===== src/rtl/core/tspes_pkg.sv =====
// Shared types and constants of the transport stream PID filter and PES assembler.
// Depends on nothing; every core module imports it.
`timescale 1ns / 1ps
package tspes_pkg;

  // Packet status codes
  localparam logic [2:0] ST_IGNORED   = 3'd0;
  localparam logic [2:0] ST_LOST      = 3'd1;
  localparam logic [2:0] ST_STARTED   = 3'd2;
  localparam logic [2:0] ST_FIN_START = 3'd3;
  localparam logic [2:0] ST_CONTINUE  = 3'd4;
  localparam logic [2:0] ST_FINISHED  = 3'd5;

  // Register addresses
  localparam logic [2:0] ADDR_TARGET_PID = 3'd0;

  localparam logic [16:0] COUNT_MAX = 17'h1FFFF;
  localparam logic [8:0]  PCR_MUL   = 9'd300;

  typedef struct packed {
    logic [7:0] in_byte;
    logic       packet_start;
  } in_item_t;

  typedef struct packed {
    logic [7:0]  out_byte;
    logic        is_report;
    logic [2:0]  status;
    logic [41:0] pcr;
    logic        pcr_present;
    logic        pes_first;
    logic        last;
  } out_item_t;

  // Results of one input byte toward the queue
  typedef struct packed {
    logic [1:0] n;
    out_item_t  d0;
    out_item_t  d1;
  } push_t;

endpackage


===== src/rtl/core/tspes_front.sv =====
// Front end: packet parser, PID and continuity filter, PCR capture, PES tracking.
// Depends on tspes_pkg. Emits up to two result items per byte.
`timescale 1ns / 1ps
module tspes_front #(
  parameter int PACKET_BYTES = 188
) (
  input  logic              clk,
  input  logic              rst_n,
  input  logic              fire,
  input  tspes_pkg::in_item_t in_d,
  input  logic [12:0]       target_pid,
  output tspes_pkg::push_t  push
);
  import tspes_pkg::*;

  localparam logic [7:0] LAST_POS = 8'(PACKET_BYTES - 1);

  logic [7:0]  pos_r, pos_nxt;
  logic [23:0] hdr_r, hdr_nxt;
  logic [7:0]  af_len_r, af_len_nxt;
  logic [7:0]  af_flags_r, af_flags_nxt;
  logic [47:0] pcr_sh_r, pcr_sh_nxt;
  logic [3:0]  last_cc_r, last_cc_nxt;
  logic        cc_seen_r, cc_seen_nxt;
  logic        asm_r, asm_nxt;
  logic [15:0] pes_len_r, pes_len_nxt;
  logic [16:0] pes_cnt_r, pes_cnt_nxt;
  logic [2:0]  pst_r, pst_nxt;
  logic [41:0] pcr_val_r;

  logic [7:0]  pos;
  logic [7:0]  b;
  logic [8:0]  start;
  logic [3:0]  expected;
  logic        pay, rep, first, pcr_ok;
  out_item_t   pay_res, rep_res;

  // Convert PCR base and extension; the shift register is stable long before the report
  always_ff @(posedge clk) begin
    pcr_val_r <= 42'(({9'd0, pcr_sh_r[47:15]} * {33'd0, PCR_MUL}) + {33'd0, pcr_sh_r[8:0]});
  end

  always_comb begin
    b            = in_d.in_byte;
    pos          = in_d.packet_start ? 8'd0 : pos_r;
    hdr_nxt      = hdr_r;
    af_len_nxt   = af_len_r;
    af_flags_nxt = af_flags_r;
    pcr_sh_nxt   = pcr_sh_r;
    last_cc_nxt  = last_cc_r;
    cc_seen_nxt  = cc_seen_r;
    asm_nxt      = asm_r;
    pes_len_nxt  = pes_len_r;
    pes_cnt_nxt  = pes_cnt_r;
    pst_nxt      = pst_r;
    pay          = 1'b0;
    rep          = 1'b0;
    first        = 1'b0;
    pcr_ok       = 1'b0;
    start        = 9'd4;
    expected     = 4'd0;

    if (pos == 8'd0) begin
      // Clear per-packet state
      hdr_nxt      = '0;
      af_len_nxt   = '0;
      af_flags_nxt = '0;
      pcr_sh_nxt   = '0;
      pst_nxt      = ST_IGNORED;
    end else if (pos <= 8'd3) begin
      // Collect header and decide the packet on its last byte
      hdr_nxt = {hdr_r[15:0], b};
      if (pos == 8'd3) begin
        expected = hdr_nxt[4] ? last_cc_r + 4'd1 : last_cc_r;
        if (hdr_nxt[20:8] != target_pid) begin
          pst_nxt = ST_IGNORED;
        end else if (cc_seen_r && hdr_nxt[3:0] != expected) begin
          pst_nxt     = ST_LOST;
          last_cc_nxt = hdr_nxt[3:0];
        end else begin
          cc_seen_nxt = 1'b1;
          last_cc_nxt = hdr_nxt[3:0];
          if (hdr_nxt[22]) begin
            pst_nxt     = asm_r ? ST_FIN_START : ST_STARTED;
            asm_nxt     = 1'b1;
            pes_cnt_nxt = '0;
            pes_len_nxt = '0;
          end else if (asm_r) begin
            pst_nxt = ST_CONTINUE;
          end else begin
            pst_nxt = ST_IGNORED;
          end
        end
      end
    end else begin
      // Walk the adaptation field, then forward payload
      if (hdr_r[5]) begin
        if (pos == 8'd4) begin
          af_len_nxt = b;
        end else if (pos == 8'd5 && af_len_r >= 8'd1) begin
          af_flags_nxt = b;
        end else if (pos >= 8'd6 && pos <= 8'd11 && af_len_r >= 8'd7 && af_flags_r[4]) begin
          pcr_sh_nxt = {pcr_sh_r[39:0], b};
        end
        start = 9'd5 + {1'b0, af_len_nxt};
      end
      if (hdr_r[4] && {1'b0, pos} >= start && pst_r >= ST_STARTED && pst_r <= ST_CONTINUE) begin
        pay   = 1'b1;
        first = (pst_r != ST_CONTINUE) && ({1'b0, pos} == start);
        if (pes_cnt_r == 17'd4) begin
          pes_len_nxt = {b, pes_len_r[7:0]};
        end else if (pes_cnt_r == 17'd5) begin
          pes_len_nxt = {pes_len_r[15:8], b};
        end
        if (pes_cnt_r < COUNT_MAX) begin
          pes_cnt_nxt = pes_cnt_r + 17'd1;
        end
      end
    end

    // Close the packet with its report
    if (pos == LAST_POS) begin
      rep = 1'b1;
      if (pst_nxt == ST_CONTINUE && pes_len_nxt != 16'd0
          && pes_cnt_nxt == {1'b0, pes_len_nxt} + 17'd6) begin
        pst_nxt = ST_FINISHED;
        asm_nxt = 1'b0;
      end
      pcr_ok = hdr_nxt[5] && af_len_nxt >= 8'd7 && af_flags_nxt[4];
    end

    pos_nxt = ({1'b0, pos} + 9'd1 >= 9'(PACKET_BYTES)) ? 8'd0 : pos + 8'd1;

    pay_res             = '0;
    pay_res.out_byte    = b;
    pay_res.status      = pst_r;
    pay_res.pes_first   = first;
    pay_res.last        = !rep;
    rep_res             = '0;
    rep_res.is_report   = 1'b1;
    rep_res.status      = pst_nxt;
    rep_res.pcr         = pcr_ok ? pcr_val_r : 42'd0;
    rep_res.pcr_present = pcr_ok;
    rep_res.last        = 1'b1;

    push.n  = fire ? ({1'b0, pay} + {1'b0, rep}) : 2'd0;
    push.d0 = pay ? pay_res : rep_res;
    push.d1 = rep_res;
  end

  // Hold parser state
  always_ff @(posedge clk) begin
    if (!rst_n) begin
      pos_r      <= '0;
      hdr_r      <= '0;
      af_len_r   <= '0;
      af_flags_r <= '0;
      pcr_sh_r   <= '0;
      last_cc_r  <= '0;
      cc_seen_r  <= 1'b0;
      asm_r      <= 1'b0;
      pes_len_r  <= '0;
      pes_cnt_r  <= '0;
      pst_r      <= '0;
    end else if (fire) begin
      pos_r      <= pos_nxt;
      hdr_r      <= hdr_nxt;
      af_len_r   <= af_len_nxt;
      af_flags_r <= af_flags_nxt;
      pcr_sh_r   <= pcr_sh_nxt;
      last_cc_r  <= last_cc_nxt;
      cc_seen_r  <= cc_seen_nxt;
      asm_r      <= asm_nxt;
      pes_len_r  <= pes_len_nxt;
      pes_cnt_r  <= pes_cnt_nxt;
      pst_r      <= pst_nxt;
    end
  end

endmodule


===== src/rtl/core/tspes_queue.sv =====
// Four-entry result queue taking up to two items per cycle, one out.
// Depends on tspes_pkg.
`timescale 1ns / 1ps
module tspes_queue (
  input  logic                 clk,
  input  logic                 rst_n,
  input  tspes_pkg::push_t     push,
  input  logic                 pop,
  output logic                 not_empty,
  output logic                 has_room,
  output tspes_pkg::out_item_t head
);
  import tspes_pkg::*;

  out_item_t  mem_r [4];
  logic [1:0] wptr_r, rptr_r;
  logic [2:0] cnt_r;

  assign not_empty = cnt_r != 3'd0;
  assign has_room  = cnt_r <= 3'd2;
  assign head      = mem_r[rptr_r];

  // Store pushed items
  always_ff @(posedge clk) begin
    if (push.n != 2'd0) begin
      mem_r[wptr_r] <= push.d0;
    end
    if (push.n == 2'd2) begin
      mem_r[wptr_r + 2'd1] <= push.d1;
    end
  end

  // Advance pointers and fill count
  always_ff @(posedge clk) begin
    if (!rst_n) begin
      wptr_r <= '0;
      rptr_r <= '0;
      cnt_r  <= '0;
    end else begin
      wptr_r <= wptr_r + push.n;
      rptr_r <= rptr_r + {1'b0, pop};
      cnt_r  <= cnt_r + {1'b0, push.n} - {2'd0, pop};
    end
  end

endmodule


===== src/rtl/core/tspes_back.sv =====
// Back end: output register that drains the result queue one item per cycle
// while the output is not stalled. Depends on tspes_pkg.
`timescale 1ns / 1ps
module tspes_back (
  input  logic                 clk,
  input  logic                 rst_n,
  input  logic                 q_not_empty,
  input  tspes_pkg::out_item_t q_head,
  output logic                 q_pop,
  output logic                 out_valid,
  input  logic                 out_ready,
  output tspes_pkg::out_item_t out_data
);
  import tspes_pkg::*;

  logic      valid_r;
  out_item_t data_r;

  assign q_pop     = q_not_empty && (!valid_r || out_ready);
  assign out_valid = valid_r;
  assign out_data  = data_r;

  // Load the next item when the register is free or being taken
  always_ff @(posedge clk) begin
    if (!rst_n) begin
      valid_r <= 1'b0;
    end else if (!valid_r || out_ready) begin
      valid_r <= q_not_empty;
    end
  end

  always_ff @(posedge clk) begin
    if (q_pop) begin
      data_r <= q_head;
    end
  end

endmodule


===== src/rtl/core/ts_pid_filter_pes_assembler_top.sv =====
// Top level of the transport stream PID filter and PES assembler.
// Depends on tspes_pkg, tspes_front, tspes_queue, tspes_back.
//
// Takes one stream byte per cycle and gives back forwarded PES payload bytes
// and one status report per packet. A byte is parsed in the cycle it is
// accepted; its results enter a four-entry queue and leave through an output
// register, one result per cycle unless the output side stalls. in_ready
// drops only while the queue holds more than two results, which happens only
// if the output side stalls. target_pid is written over the APB port at
// address 0 only while the block is idle; the user ensures it, not the block.
`timescale 1ns / 1ps
module ts_pid_filter_pes_assembler_top #(
  parameter int PACKET_BYTES = 188
) (
  input  logic                 clk,
  input  logic                 rst_n,
  input  logic                 in_valid,
  output logic                 in_ready,
  input  tspes_pkg::in_item_t  in_data,
  output logic                 out_valid,
  input  logic                 out_ready,
  output tspes_pkg::out_item_t out_data,
  input  logic                 psel,
  input  logic                 penable,
  input  logic                 pwrite,
  input  logic [2:0]           paddr,
  input  logic [31:0]          pwdata,
  output logic [31:0]          prdata,
  output logic                 pready
);
  import tspes_pkg::*;

  logic [12:0] target_pid_r;
  logic        fire, q_not_empty, q_room, q_pop;
  push_t       push;
  out_item_t   q_head;

  assign pready   = 1'b1;
  assign prdata   = (paddr == ADDR_TARGET_PID) ? {19'd0, target_pid_r} : 32'd0;
  assign in_ready = q_room;
  assign fire     = in_valid && in_ready;

  // Write the configuration register
  always_ff @(posedge clk) begin
    if (!rst_n) begin
      target_pid_r <= '0;
    end else if (psel && penable && pwrite && paddr == ADDR_TARGET_PID) begin
      target_pid_r <= pwdata[12:0];
    end
  end

  tspes_front #(.PACKET_BYTES(PACKET_BYTES)) u_front (
    .clk        (clk),
    .rst_n      (rst_n),
    .fire       (fire),
    .in_d       (in_data),
    .target_pid (target_pid_r),
    .push       (push)
  );

  tspes_queue u_queue (
    .clk       (clk),
    .rst_n     (rst_n),
    .push      (push),
    .pop       (q_pop),
    .not_empty (q_not_empty),
    .has_room  (q_room),
    .head      (q_head)
  );

  tspes_back u_back (
    .clk         (clk),
    .rst_n       (rst_n),
    .q_not_empty (q_not_empty),
    .q_head      (q_head),
    .q_pop       (q_pop),
    .out_valid   (out_valid),
    .out_ready   (out_ready),
    .out_data    (out_data)
  );

endmodule


===== config.mk =====
export PLATFORM = sky130hd
export DESIGN_NAME = ts_pid_filter_pes_assembler_top
export DESIGN_NICKNAME = d
export VERILOG_FILES = /design/src/rtl/core/tspes_pkg.sv /design/src/rtl/core/tspes_front.sv /design/src/rtl/core/tspes_queue.sv /design/src/rtl/core/tspes_back.sv /design/src/rtl/core/ts_pid_filter_pes_assembler_top.sv
export SDC_FILE = /design/constraint.sdc
export NUM_CORES = 1
export LEC_CHECK = 0
export ABC_AREA = 1
export BUFFER_PORTS_ARGS = -buffer_cell sky130_fd_sc_hd__buf_2
export CAP_MARGIN = 15
export CORE_MARGIN = 2
export CORE_UTILIZATION = 35
export CTS_BUF_LIST = sky130_fd_sc_hd__clkbuf_4 sky130_fd_sc_hd__clkbuf_8
export DETAILED_ROUTE_END_ITERATION = 8
export PLACE_DENSITY_LB_ADDON = 0.1
export RECOVER_POWER = 100
export SKIP_LAST_GASP = 1
export SLEW_MARGIN = 5
export SYNTH_ARGS = -nofsm -noshare
export SYNTH_HDL_FRONTEND = slang
export SYNTH_SLANG_ARGS = --single-unit

===== constraint.sdc =====
create_clock -name clk -period 9.7 [get_ports clk]
set_input_delay 0.97 -clock clk [delete_from_list [all_inputs] [get_ports clk]]
set_output_delay 0.97 -clock clk [all_outputs]
set_load 0.05 [all_outputs]

# Yosys cells after proc, flatten, opt, wreduce, memory -nomap -nowiden
# Memories as Yosys holds them, arrays and structs flattened. A register that Yosys moved wholly into a read port is not among the register bits.
# Index checks and enable logic that the tools add are counted.
# word_totals
elab_cells	174
output_inout_bits	92
inputBits	51
ff_bits	185
memories	1
ram_bits	228
# classes
mux	77
eq_ne	16
n_reduce_logical	33
n_mul	1
n_lt_le_gt_ge	12
bitwise_logic	3
addsub	13
# mem_list
memory	words	word_bits	rd	rd_ports_with_merged_regs	write_ports	line	rtl
u_queue.mem_r	4	57	1	1	2	tspes_queue.sv:15	out_item_t mem_r [4];
# ops
op	n
two-way mux 48 bit	6
two-way mux 17 bit	8
two-way mux 16 bit	8
two-way mux 8 bit	10
two-way mux 57 bit	1
adder 42 x 9 -> 42 bit	1
two-way mux 42 bit	1
multiplier 33 x 7 -> 40 bit (second input constant)	1
equality test 17 x 3 -> 1 bit (second input constant)	2
two-way mux 15 bit	2
two-way mux 3 bit	9
two-way mux 9 bit	3
two-way mux 5 bit	5
>= comparator 8 x 3 -> 1 bit (second input constant)	3
two-way mux 1 bit	21
logical AND 1 bit	18
adder 16 x 3 -> 17 bit (second input constant)	1
adder 17 x 1 -> 17 bit (second input constant)	1
equality test 17 bit	1
< comparator 17 bit (second input constant)	1
equality test 8 x 3 -> 1 bit (second input constant)	2
nonzero test 16 bit	1
two-way mux 13 bit	1
inequality test 13 bit	1
other kinds (38)	47

# Depth between registers and ports, before layout
# logic_depth
depth_word	23
depth_mapped	47
depth_no_buf	45

# Modules after synthesis
# Synthesis repeated with hierarchy kept, for this count alone.
# hier_totals
cells_unflattened	3911
hier_area_um2	29955.0
# by_module_without_submodules
mod	seq_area_each_um2	n_inst	cells_each	area_per_inst_um2
tspes_front	3263.1	1	2411	15503.6
tspes_queue	6986.7	1	1294	11822.6
tspes_back	1731.7	1	64	1762.9
ts_pid_filter_pes_assembler_top	260.2	1	142	865.8

# Worst setup path before layout
# OpenSTA, ideal clock, no wires.
# synth_timing
kind	input-to-reg
startpoint	input port in_data[0] in the netlist's numbering
endpoint	memory u_queue.mem_r[0][10] in the netlist's numbering (data pin)
n_path_buf	4
t_arrival_ns	7.175
t_required_ns	9.562
setup_ns	0.138
setup_slack_ns	2.387
cell_stages	41
cell_sequence	inv_2 nand2_1 ha_1 inv_1 nor2_4 nand2_2 buf_6 o21ai_0 ha_1 inv_1 nand3_1 nand2_2 a21oi_1 o21ai_0 ha_1 nand2_1 nor2_1 nand2_1 [5 not listed] nand2_2 buf_2 nor2_2 buf_1 ha_1 inv_1 nor2_1 inv_1 nor2_1 inv_1 nor3_1 inv_1 nand2_1 o21ai_0 nor2_1 inv_2 buf_2 nor2_1
# synth_rtl
item	line	rtl
start, declared	ts_pid_filter_pes_assembler_top.sv:19	input tspes_pkg::in_item_t in_data,
end, declared	tspes_queue.sv:15	

==> reports/metrics.yaml <==
floorplanning:
  start_util: 0.3551
  rows: 101
  boundaryPins: 143
  die_h_um: 282.0
  core_area_mm2: 0.07620
  die_x_um: 282.0
  dieArea_mm2: 0.07955
synth:
  yosysUniqueCellTypes: 57
  async_flop_share: 0
  yosysSeqAreaShare: 0.4362
  synth_seq_cells: 469
  synth-compound-area-share: 0.1229
  synth_edf_count: 241
  synth-simple-area-share: 0.2095
  ys_warn_count: 0
  syn_inst: 3358
  synth_top_family_by_area: "simple AND/OR/NAND/NOR gates"
  synthAdderAreaFrac: 0.1102
  syn_area_mm2: 0.02706
  synth.avg_cell_area_um2: 8.058
  synth_ff_type: "edfxtp_1"
  synth_xor_xnor_area_share: 0.02849
  synthMuxAreaShare: 0.0004162
critical_path:
  critPathMaxStageDelay_ns: 0.93
  crit_type: "in2reg"
  path_common_cell: "nand2_1"
  cp-endpoint: "u_queue.mem_r[3][45]"
  worstRegToRegCells: 43
  worstPathMaxFanout: 19
  startpoint_type: "input port"
  crit_path_start: "in_data[0]"
  cp.required_ns: 10.25
  worstSetupEndpointType: "flip-flop"
  r2r-end: "u_queue.mem_r[3][45]"
  r2r_start: "u_front.pos_r[1]"
  rrSetupSlack_ns: 1.83
  cpMaxStageDelayCell: "clkbuf_1"
  cp.arrival_ns: 8.73
global_routing:
  grt_max_degree: 101
  gr-total-overflow: 0
  grt_usage: 0.1940
  antenna_found_initial: 3
  grt_pass1_vias: 21810
  grt_pass1_wl_um: 121500
min_path:
  holdPathStages: 0
  hp-class: "reg2reg"
sta:
  fin_crit_ns: 8.173
  final.setup.tns_ns: 0
  post-route-period-util: 0.8425
  fmax_mhz: 122.4
  setup_viol: 0
  rsz0062_at_grt: "false"
  clock_skew_ns: 0.06493
  slew_headroom: -1.354
  maxSlewViolCount: 172
  tightest_slew_ns: 3.531
  hold_viol_final: 0
route:
  dr.max_layer_used: "met4"
  dr_wl_met2_um: 35060
  remaining_drc_errors: 0
  ant_nets: 0
  num_vias: 22330
  wl_met1_um: 36940
  routed_via_density: 4.914
  wl_per_cell_um: 16.99
  drt-total-wl_um: 77160
  first_iter_violations: 1405
  wl_met3_um: 3480
  firstDrtPassIters: 5
placed_design:
  dp_hpwl_um: 51930
  placed_cells: 4385
  place_congestion: 0.8725
  io_buffers: 103
layout:
  drive_above_1_share: 0.07118
  fillers: 7897
  syn_to_final_growth_pct: 11.60
  instances_no_fill: 4543
  nNetsFinal: 3697
clocking:
  path_clk_slew_ns: 0.06
  clockBufferDepth: 3
  cts-resized-gates: 0
  cts.sinks: 469
  numCtsBuffers: 86
  htreeDepth: 3
  cts_tree: "built"
  insertion_delay_ns: 0.73
  hold_buffers: 0
  cts_setup_buffers: 0
  root_buffer: "clkbuf_8"
status:
  outcome: "finished with violations"
  violations: "capacitance limit, slew limit"
power_and_ir_drop:
  leakagePower_nw: 12.38
  ir_drop_v: 0.0001215
  powerDensity_mw_per_mm2: 211.6
flow_run:
  drv_cap: 4
[per-layer routing]
metal  vias up  track usage
met2       475       0.3146
met5         -            0
met4         0      0.05292
met1     10570       0.2699
met3       127      0.02775
li1      11150            -
[synthesized netlist by cell type, types with 6 or more instances]
cell / count / area [um^2]
a211oi_1: 7 / 52.55
a21oi_1: 232 / 1161
a31oi_1: 8 / 50.05
buf_2: 29 / 145.1
buf_4: 22 / 165.2
clkbuf_1: 89 / 334.1
clkinv_1: 6 / 22.52
dfxtp_1: 228 / 4564
edfxtp_1: 241 / 7237
fa_1: 59 / 1181
ha_1: 144 / 1802
inv_1: 458 / 1719
inv_2: 14 / 52.55
nand2_1: 546 / 2049
nand2_2: 25 / 156.4
nand3_1: 163 / 815.8
nand3_2: 7 / 70.07
nand3b_1: 8 / 60.06
nand4_1: 33 / 206.5
nor2_1: 490 / 1839
nor2_2: 6 / 37.54
nor3_1: 30 / 150.1
nor4_1: 14 / 87.58
o21ai_0: 292 / 1461
o21ai_1: 8 / 40.04
o22ai_1: 57 / 356.6
or2_2: 6 / 37.54
xnor2_1: 26 / 227.7
xor2_1: 62 / 543.0
[cells in the final DEF (no fill, tap or decap), drive strengths merged, types with 6 or more instances in the layout]
| cell type | n |
|---|---|
| a211oi | 7 |
| a21oi | 233 |
| a31oi | 8 |
| buf | 46 |
| clkbuf | 209 |
| clkinv | 24 |
| conb | 20 |
| dfxtp | 228 |
| edfxtp | 241 |
| fa | 59 |
| ha | 144 |
| inv | 476 |
| nand2 | 572 |
| nand3 | 170 |
| nand3b | 8 |
| nand4 | 34 |
| nor2 | 502 |
| nor3 | 31 |
| nor4 | 14 |
| o21ai | 302 |
| o22ai | 57 |
| or2 | 6 |
| xnor2 | 26 |
| xor2 | 62 |
[where the power goes]
group	internal [W]	switching [W]
clock	0.00121	0.000910
sequential	0.00236	0.000115
combinational	0.000401	0.00139
total	0.00398	0.00241
[worst min-delay path by stage]
stage                              startpoint              endpoint  slack, ns
after CTS                 u_front.pcr_sh_r[0]  u_front.pcr_val_r[0]       0.38
after global routing      u_front.pcr_sh_r[0]  u_front.pcr_val_r[0]       0.39
after global placement    u_front.pcr_sh_r[0]  u_front.pcr_val_r[0]       0.36
final                     u_front.pcr_sh_r[1]  u_front.pcr_val_r[1]       0.38
after floorplan           u_front.pcr_sh_r[0]  u_front.pcr_val_r[0]       0.35
after detailed placement  u_front.pcr_sh_r[1]  u_front.pcr_val_r[1]       0.38
[layout make-up]
class / count / area, um^2 / area share
multi-input cells: 2283 / 12790 / 0.4236
flip-flops and latches: 469 / 11810 / 0.3910
inverters: 478 / 1794 / 0.05942
clock buffers: 130 / 1602 / 0.05304
well taps: 1030 / 1289 / 0.04268
repair buffers: 125 / 566.8 / 0.01877
clock inverters: 27 / 345.3 / 0.01144
diodes: 1 / 2.502 / 0.00008287
[registers in the layout, indices dropped and copies added (netlist names)]
register and cells:
u_queue.mem_r 228, u_back.out_data 57, u_front.pcr_sh_r 48, u_front.pcr_val_r 42
u_front.pes_cnt_r 17, u_front.pes_len_r 16, u_front.hdr_r 14, target_pid_r 13
u_front.af_len_r 8, u_front.pos_r 8, u_front.last_cc_r 4, u_front.pst_r 3
u_queue.cnt_r 3, u_queue.rptr_r 2, u_queue.wptr_r 2, u_back.out_valid 1
u_front.af_flags_r 1, u_front.asm_r 1, u_front.cc_seen_r 1
[critical path, delay by kind of cell]
kind | cells | cell delay (ns)
and+or+nand+nor | 28 | 4.17
buffers and inverters | 6 | 1.51
adders and majority gates | 4 | 1.04
AOI/OAI and AO/OA | 5 | 1.01
[kinds of logic after synthesis]
kind of cell,Yosys count
AND/OR/NAND/NOR,1342
multiplexers,1
flip-flops,469
XOR/XNOR,88
other,2
buffers and inverters,624
AO/OA/AOI/OAI,629
adder cells (fa/ha/maj),203
[per-stage QoR]
stage | setup slack, ns | total power, W | util | cell area [um^2] | hold slack [ns]
after floorplan | 2.387 | 0.003848 | - | 27120 | 0.3516
after global placement | 1.621 | 0.004334 | 0.3731 | 28430 | 0.3637
after detailed placement | 1.516 | 0.004354 | 0.3731 | 28430 | 0.3756
after CTS | 2.252 | 0.006513 | 0.3986 | 30380 | 0.3841
after global routing | 0.6533 | 0.006770 | 0.3963 | 30200 | 0.3948
final | 1.527 | 0.006390 | 0.3963 | 30200 | 0.3823
(Power assumes the default switching activity.)
